<file path="src/design/edg_pkg.sv">
// ----------------------------------------------------------------------------
// edg_pkg
// Types and constants shared by the echo ducking gain block.
// ----------------------------------------------------------------------------
package edg_pkg;

  localparam int SAMPLE_W = 16;
  localparam int GAIN_W   = 15;
  localparam int COUNT_W  = 18;
  localparam int CFG_W    = 18;
  localparam int INDEX_W  = 3;

  localparam logic [GAIN_W-1:0]  GAIN_MAX  = 15'd32767;
  localparam logic [COUNT_W-1:0] COUNT_MAX = 18'd262143;

  localparam logic [GAIN_W-1:0]  THRESHOLD_RST  = 15'd65;
  localparam logic [GAIN_W-1:0]  GAIN_FLOOR_RST = 15'd327;
  localparam logic [COUNT_W-1:0] LATENCY_RST    = 18'd4800;
  localparam logic [GAIN_W-1:0]  ATTACK_RST     = 15'd682;
  localparam logic [GAIN_W-1:0]  RELEASE_RST    = 15'd6;

  typedef enum logic [INDEX_W-1:0] {
    REG_THRESHOLD       = 3'd0,
    REG_GAIN_FLOOR      = 3'd1,
    REG_LATENCY_SAMPLES = 3'd2,
    REG_ATTACK_STEP     = 3'd3,
    REG_RELEASE_STEP    = 3'd4
  } reg_index_t;

  typedef struct packed {
    logic [GAIN_W-1:0]  threshold;
    logic [GAIN_W-1:0]  gain_floor;
    logic [COUNT_W-1:0] latency_samples;
    logic [GAIN_W-1:0]  attack_step;
    logic [GAIN_W-1:0]  release_step;
  } cfg_t;

endpackage

</file>
<file path="src/design/edg_gain_ctrl.sv">
// ----------------------------------------------------------------------------
// edg_gain_ctrl
// Quiet counter and attack/release gain state, advanced once per request.
// ----------------------------------------------------------------------------
module edg_gain_ctrl
  import edg_pkg::*;
(
  input  logic                clk,
  input  logic                rst,
  input  logic                step,
  input  logic [SAMPLE_W-1:0] fb_sample,
  input  cfg_t                cfg,
  output logic [GAIN_W-1:0]   gain
);

  logic [COUNT_W-1:0] quiet_count;
  logic [COUNT_W-1:0] quiet_count_next;
  logic [GAIN_W-1:0]  gain_next;
  logic [SAMPLE_W:0]  fb_ext;
  logic [SAMPLE_W:0]  mag;
  logic               loud;
  logic               releasing;
  logic [GAIN_W:0]    gain_sum;
  logic [GAIN_W-1:0]  gain_dec;

  always_comb begin
    fb_ext = {fb_sample[SAMPLE_W-1], fb_sample};
    mag    = fb_sample[SAMPLE_W-1] ? (~fb_ext + 1'b1) : fb_ext;
    loud   = mag > {2'b00, cfg.threshold};

    if (loud) begin
      quiet_count_next = '0;
    end else if (quiet_count <= cfg.latency_samples && quiet_count != COUNT_MAX) begin
      quiet_count_next = quiet_count + 1'b1;
    end else begin
      quiet_count_next = quiet_count;
    end

    releasing = quiet_count_next > cfg.latency_samples;
    gain_sum  = {1'b0, gain} + {1'b0, cfg.release_step};
    gain_dec  = (gain <= cfg.attack_step) ? '0 : gain - cfg.attack_step;

    if (releasing) begin
      gain_next = (gain_sum >= {1'b0, GAIN_MAX}) ? GAIN_MAX : gain_sum[GAIN_W-1:0];
    end else begin
      gain_next = (gain_dec < cfg.gain_floor) ? cfg.gain_floor : gain_dec;
    end
  end

  always_ff @(posedge clk) begin
    if (rst) begin
      quiet_count <= '0;
      gain        <= GAIN_MAX;
    end else if (step) begin
      quiet_count <= quiet_count_next;
      gain        <= gain_next;
    end
  end

endmodule

</file>
<file path="src/design/echo_ducking_gain.sv">
// ----------------------------------------------------------------------------
// echo_ducking_gain
// Echo ducker: attenuates microphone samples while speaker feedback is loud.
// ----------------------------------------------------------------------------
// Each input request carries one frame: a feedback sample and the microphone
// samples. Each frame yields exactly one result request with the scaled
// samples and the gain applied to the frame. Both channels use valid/ready.
// The block is a three stage pipeline: an input register, a stage that
// updates the quiet counter and the gain, and a result register that holds
// the two Q15 products. A frame moves through them in that order, and one
// frame is accepted every cycle while the receiver does not stall.
// Each stage loads when it is empty or when the stage after it moves, so a
// result stalled by the receiver does not stop the input side until the
// whole pipeline is full. The settings are written through a plain write
// port and should only change while no frame is in flight.
// Reset empties the pipeline, clears the quiet counter, sets the gain to
// full scale and loads the default settings.
// ----------------------------------------------------------------------------
module echo_ducking_gain
  import edg_pkg::*;
#(
  parameter int CHANNELS = 2
) (
  input  logic                       clk,
  input  logic                       rst,
  input  logic                       cfg_we,
  input  logic [INDEX_W-1:0]         cfg_index,
  input  logic [CFG_W-1:0]           cfg_data,
  input  logic                       in_valid,
  output logic                       in_ready,
  input  logic signed [SAMPLE_W-1:0] fb_sample,
  input  logic signed [SAMPLE_W-1:0] mic_0,
  input  logic signed [SAMPLE_W-1:0] mic_1,
  output logic                       out_valid,
  input  logic                       out_ready,
  output logic signed [SAMPLE_W-1:0] out_0,
  output logic signed [SAMPLE_W-1:0] out_1,
  output logic [GAIN_W-1:0]          gain_now
);

  localparam int PROD_W = SAMPLE_W + GAIN_W + 1;

  cfg_t cfg;

  logic                v1;
  logic                v2;
  logic                en1;
  logic                en2;
  logic                en3;
  logic [SAMPLE_W-1:0] fb_s1;
  logic [SAMPLE_W-1:0] mic0_s1;
  logic [SAMPLE_W-1:0] mic1_s1;
  logic [SAMPLE_W-1:0] mic0_s2;
  logic [SAMPLE_W-1:0] mic1_s2;
  logic [GAIN_W-1:0]   gain;
  logic signed [PROD_W-1:0] prod0;
  logic signed [PROD_W-1:0] prod1;

  always_ff @(posedge clk) begin
    if (rst) begin
      cfg.threshold       <= THRESHOLD_RST;
      cfg.gain_floor      <= GAIN_FLOOR_RST;
      cfg.latency_samples <= LATENCY_RST;
      cfg.attack_step     <= ATTACK_RST;
      cfg.release_step    <= RELEASE_RST;
    end else if (cfg_we) begin
      unique case (reg_index_t'(cfg_index))
        REG_THRESHOLD:       cfg.threshold       <= cfg_data[GAIN_W-1:0];
        REG_GAIN_FLOOR:      cfg.gain_floor      <= cfg_data[GAIN_W-1:0];
        REG_LATENCY_SAMPLES: cfg.latency_samples <= cfg_data[COUNT_W-1:0];
        REG_ATTACK_STEP:     cfg.attack_step     <= cfg_data[GAIN_W-1:0];
        REG_RELEASE_STEP:    cfg.release_step    <= cfg_data[GAIN_W-1:0];
        default: begin
        end
      endcase
    end
  end

  assign en3      = !out_valid || out_ready;
  assign en2      = !v2 || en3;
  assign en1      = !v1 || en2;
  assign in_ready = en1;

  always_ff @(posedge clk) begin
    if (rst) begin
      v1        <= 1'b0;
      v2        <= 1'b0;
      out_valid <= 1'b0;
    end else begin
      if (en1) begin
        v1 <= in_valid;
      end
      if (en2) begin
        v2 <= v1;
      end
      if (en3) begin
        out_valid <= v2;
      end
    end
  end

  always_ff @(posedge clk) begin
    if (en1 && in_valid) begin
      fb_s1   <= fb_sample;
      mic0_s1 <= mic_0;
      mic1_s1 <= (CHANNELS >= 2) ? mic_1 : '0;
    end
    if (en2 && v1) begin
      mic0_s2 <= mic0_s1;
      mic1_s2 <= mic1_s1;
    end
  end

  edg_gain_ctrl u_gain_ctrl (
    .clk       (clk),
    .rst       (rst),
    .step      (en2 && v1),
    .fb_sample (fb_s1),
    .cfg       (cfg),
    .gain      (gain)
  );

  assign prod0 = $signed({{(PROD_W-SAMPLE_W){mic0_s2[SAMPLE_W-1]}}, mic0_s2})
               * $signed({{(PROD_W-GAIN_W){1'b0}}, gain});
  assign prod1 = $signed({{(PROD_W-SAMPLE_W){mic1_s2[SAMPLE_W-1]}}, mic1_s2})
               * $signed({{(PROD_W-GAIN_W){1'b0}}, gain});

  always_ff @(posedge clk) begin
    if (en3 && v2) begin
      out_0    <= prod0[GAIN_W+SAMPLE_W-1:GAIN_W];
      out_1    <= prod1[GAIN_W+SAMPLE_W-1:GAIN_W];
      gain_now <= gain;
    end
  end

endmodule

</file>
<file path="config.mk">
export PLATFORM = sky130hd
export DESIGN_NAME = echo_ducking_gain
export DESIGN_NICKNAME = d
export VERILOG_FILES = /design/src/design/edg_pkg.sv /design/src/design/edg_gain_ctrl.sv /design/src/design/echo_ducking_gain.sv
export SDC_FILE = /design/constraint.sdc
export NUM_CORES = 2
export LEC_CHECK = 0
export BUFFER_PORTS_ARGS = -buffer_cell sky130_fd_sc_hd__buf_2
export CAP_MARGIN = 10
export CELL_PAD_IN_SITES_DETAIL_PLACEMENT = 1
export CELL_PAD_IN_SITES_GLOBAL_PLACEMENT = 1
export CORE_MARGIN = 4
export CORE_UTILIZATION = 25
export DETAILED_ROUTE_END_ITERATION = 7
export GPL_TIMING_DRIVEN = 0
export PLACE_DENSITY_LB_ADDON = 0.2
export SETUP_SLACK_MARGIN = 0.2
export SKIP_CTS_REPAIR_TIMING = 1
export SYNTH_ARGS = -nofsm -noshare
export SYNTH_HDL_FRONTEND = slang
export SYNTH_SLANG_ARGS = --single-unit
</file>
<file path="constraint.sdc">
create_clock -name clk -period 11.89 [get_ports clk]
set_input_delay 1.7835 -clock clk [delete_from_list [all_inputs] [get_ports clk]]
set_output_delay 1.7835 -clock clk [all_outputs]
set_load 0.005 [all_outputs]
</file>
==> flow_metrics.env <==
export IMPL_synthAdderAreaFrac_pct=43.1
export IMPL_numCtsBuffers=35
export IMPL_fin_skew_ns=0.0222
export IMPL_antenna_left=0
export IMPL_initial_core_util_pct=25.3
export IMPL_drt_first_pass_iters=5
export IMPL_num_rows=125
export IMPL_ctsRootBufferMaster="sky130_fd_sc_hd__clkbuf_16"
export IMPL_clkLatencyLatePin_ns=0.58
export IMPL_cts_tree="built"
export IMPL_grt_pass1_wl_um=151000
export IMPL_syn_num_nets=3967
export IMPL_h_tree_depth=2
export IMPL_place_congestion=0.785
export IMPL_die_w_um=352
export IMPL_critPathLaunchType="flip-flop"
export IMPL_synth_seq_cells=241
export IMPL_drive_above_1_share_pct=6.27
export IMPL_route_vias_total=21500
export IMPL_critPathSlowestCell="sky130_fd_sc_hd__dfxtp_1"
export IMPL_synthesized_netlist_cell_count=3162
export IMPL_post_synth_xor_xnor_area_pct=2.99
export IMPL_timing_final_max_slew_violations=0
export IMPL_synth_cell_type_count=73
export IMPL_synth_area_per_cell_um2=9.36
export IMPL_track_usage_pct=15.8
export IMPL_tns_ns=0
export IMPL_hold_violations=0
export IMPL_clkTransAtPathRegs_ns=0.06
export IMPL_ys_flop_type="sky130_fd_sc_hd__edfxtp_1"
export IMPL_antenna_found_initial=5
export IMPL_layout_cells_most_common="sky130_fd_sc_hd__inv_1"
export IMPL_dominant_combinational_cell_family_by_area_after_synthesis="adder cells"
export IMPL_cp_cell_sequence="clkbuf_1 > and2_1 > fa_1 > inv_1 > fa_1 > inv_1 > fa_1 > fa_1 > fa_1 > inv_1 > fa_1 > inv_1 > ha_1 > and4_1 > a221oi_1 > a21oi_1 > o31a_1 > a211o_1 > a211o_1 > a21oi_1 > xnor2_1"
export IMPL_critical_path_peak_fanout=10
export IMPL_wire_per_inst_um=19.9
export IMPL_outcome="finished, final reports clean"
export IMPL_worst_slew_pin_transition_ns=1.00
export IMPL_detail_route_vias_per_cell=4.41
export IMPL_fin_crit_sh_pct=65.9
export IMPL_critical_path_arrival_ns=8.15
export IMPL_count_of_flip_flops_with_a_built_in_enable_after_synthesis=127
export IMPL_first_global_vias=23600
export IMPL_yosys_warnings=0
export IMPL_detailedRoute_firstIterationViolations=775
export IMPL_fraction_of_the_mapped_netlist_area_in_compound_gates_pct=7.68
export IMPL_hold_wc_path_type="reg2reg"
export IMPL_critPathMostFrequentCell="sky130_fd_sc_hd__fa_1"
export IMPL_drc=0
export IMPL_synth_async_reset_ratio_pct=0
export IMPL_clockBufferDepth=3
export IMPL_synth_seq_area_share_pct=20.6
export IMPL_layout_common_cells="sky130_fd_sc_hd__inv_1, sky130_fd_sc_hd__fa_1, sky130_fd_sc_hd__nand2_1, sky130_fd_sc_hd__ha_1, sky130_fd_sc_hd__and2_1"
export IMPL_floorplan_io_pins=123
export IMPL_critical_path_top_delay_family="adder cells"
export IMPL_fp_dieArea_um2=124000
export IMPL_chipHeight_um=352
export IMPL_wirelength_um=97000
export IMPL_rsz0062_at_grt="no"
export IMPL_clock_sinks=241
export IMPL_fmaxAchievable_mhz=128
export IMPL_finalWorstPathRequiredPeriod_ns=7.84
export IMPL_synth_simple_area_share_pct=15.7
export IMPL_critPathMaxStageDelay_ns=0.94
export IMPL_grt_remaining_overflow=0
export IMPL_grt_start_max_net_pins=42
export IMPL_placement_io_buffers=121
export IMPL_max_slew_margin_pct=32.2
export IMPL_critPathBufInv=5
export IMPL_crit_end_element="flip-flop"
export IMPL_combined_area_of_all_synthesized_cells_um2=29600
export IMPL_synth_mux_area_share_pct=0.279
export IMPL_setup_viol_count_final=0
export IMPL_timing_setup_critical_path_class="reg2reg"
export IMPL_syn2layout_area_growth_pct=12.9
export IMPL_place_detailed_hpwl_um=79100
export IMPL_critical_path_rt_ns=12.20
export IMPL_cap_viol_max_count=0
export IMPL_fp_coreArea_um2=117000
export IMPL_finish_net_count=4129
layout make-up:
class,count,area [µm²]
inverter,629,2360
antenna,5,12.5
multi-input combinational,2169,20700
buffer,123,479
fill,13400,83400
sequential,241,6100
clock buffer,50,973
clock inverter,13,211
tap,1524,1910
timing repair buffer,125,686
metal layers:
| layer | track usage [%] | routed length (µm) | share of wire [%] |
|---|---|---|---|
| met1 | 23.1 | 48500 | 50 |
| met5 | 0 | 0 | 0 |
| met3 | 1.76 | 2810 | 2.9 |
| met2 | 25.6 | 44000 | 45 |
| met4 | 2.78 | 1580 | 1.6 |
state kept, by name, indices dropped and copies added (netlist names):
register,count
u_gain_ctrl.quiet_count,18
cfg,78
v1,1
mic0_s2,16
fb_s1,16
out_1,16
gain_now,15
mic1_s2,16
mic0_s1,16
out_0,16
u_gain_ctrl.gain,15
mic1_s1,16
v2,1
out_valid,1
synthesized netlist by cell type (6+ instances only):
library cell,instances,area [µm²]
sky130_fd_sc_hd__nor4_1,11,68.8
sky130_fd_sc_hd__nor2_1,114,428
sky130_fd_sc_hd__nand2_1,447,1680
sky130_fd_sc_hd__a21oi_1,147,736
sky130_fd_sc_hd__o21ai_0,46,230
sky130_fd_sc_hd__clkbuf_1,112,420
sky130_fd_sc_hd__mux2i_1,6,60.1
sky130_fd_sc_hd__edfxtp_1,127,3810
sky130_fd_sc_hd__or2_2,8,50.1
sky130_fd_sc_hd__o21bai_1,7,52.6
sky130_fd_sc_hd__nand4_1,25,156
sky130_fd_sc_hd__a221oi_1,8,70.1
sky130_fd_sc_hd__nor3_1,24,120
sky130_fd_sc_hd__o21a_1,13,97.6
sky130_fd_sc_hd__ha_1,249,3120
sky130_fd_sc_hd__and3_1,9,56.3
sky130_fd_sc_hd__or3_1,6,37.5
sky130_fd_sc_hd__dfxtp_1,114,2280
sky130_fd_sc_hd__o21ai_1,6,30.0
sky130_fd_sc_hd__a31oi_1,22,138
sky130_fd_sc_hd__a211o_1,12,105
sky130_fd_sc_hd__nand3b_1,17,128
sky130_fd_sc_hd__and2_1,232,1450
sky130_fd_sc_hd__nand3_1,21,105
sky130_fd_sc_hd__o41ai_1,6,52.6
sky130_fd_sc_hd__nand2b_1,17,106
sky130_fd_sc_hd__o31ai_1,7,52.6
sky130_fd_sc_hd__nor2b_1,13,81.3
sky130_fd_sc_hd__xnor2_1,71,622
sky130_fd_sc_hd__xor2_1,30,263
sky130_fd_sc_hd__a211oi_1,11,82.6
sky130_fd_sc_hd__inv_1,629,2360
sky130_fd_sc_hd__fa_1,482,9650
sky130_fd_sc_hd__a21o_1,43,323
kinds of logic (layout without fill, tap and decap cells):
family | count (synthesis) | count (layout)
buf+inv | 752 | 940
simple gates | 966 | 966
mux | 8 | 8
compound gates | 363 | 363
fa+ha+maj | 731 | 731
flops | 241 | 241
xor+xnor | 101 | 101
other cells | 0 | 5
final timing paths:
kind	end	from	depth (start not counted)	slack, ns
max	out_0[14]$_DFFE_PP_	u_gain_ctrl.gain[10]$_SDFFE_PP1P_	21	4.05
min	mic1_s2[4]$_DFFE_PP_	mic1_s1[4]$_DFFE_PP_	0	0.41
max reg2reg	out_0[14]$_DFFE_PP_	u_gain_ctrl.gain[10]$_SDFFE_PP1P_	21	4.05
min reg2reg	mic1_s2[4]$_DFFE_PP_	mic1_s1[4]$_DFFE_PP_	0	0.41
through the flow:
stage	util, %	hold slack, ns	setup slack [ns]	cells	instance area (µm²)
after floorplan	-	0.400	5.50	3162	29600
after global placement	27.5	0.403	3.98	4807	32100
after detailed placement	27.6	0.406	3.94	4811	32200
after CTS	28.6	0.407	3.87	4874	33400
after global routing	28.6	0.409	3.58	4874	33400
final	28.6	0.407	4.05	4879	33400
Power is not shown: default switching activity piles up to over one toggle a cycle in this logic, so the estimate is an artifact.
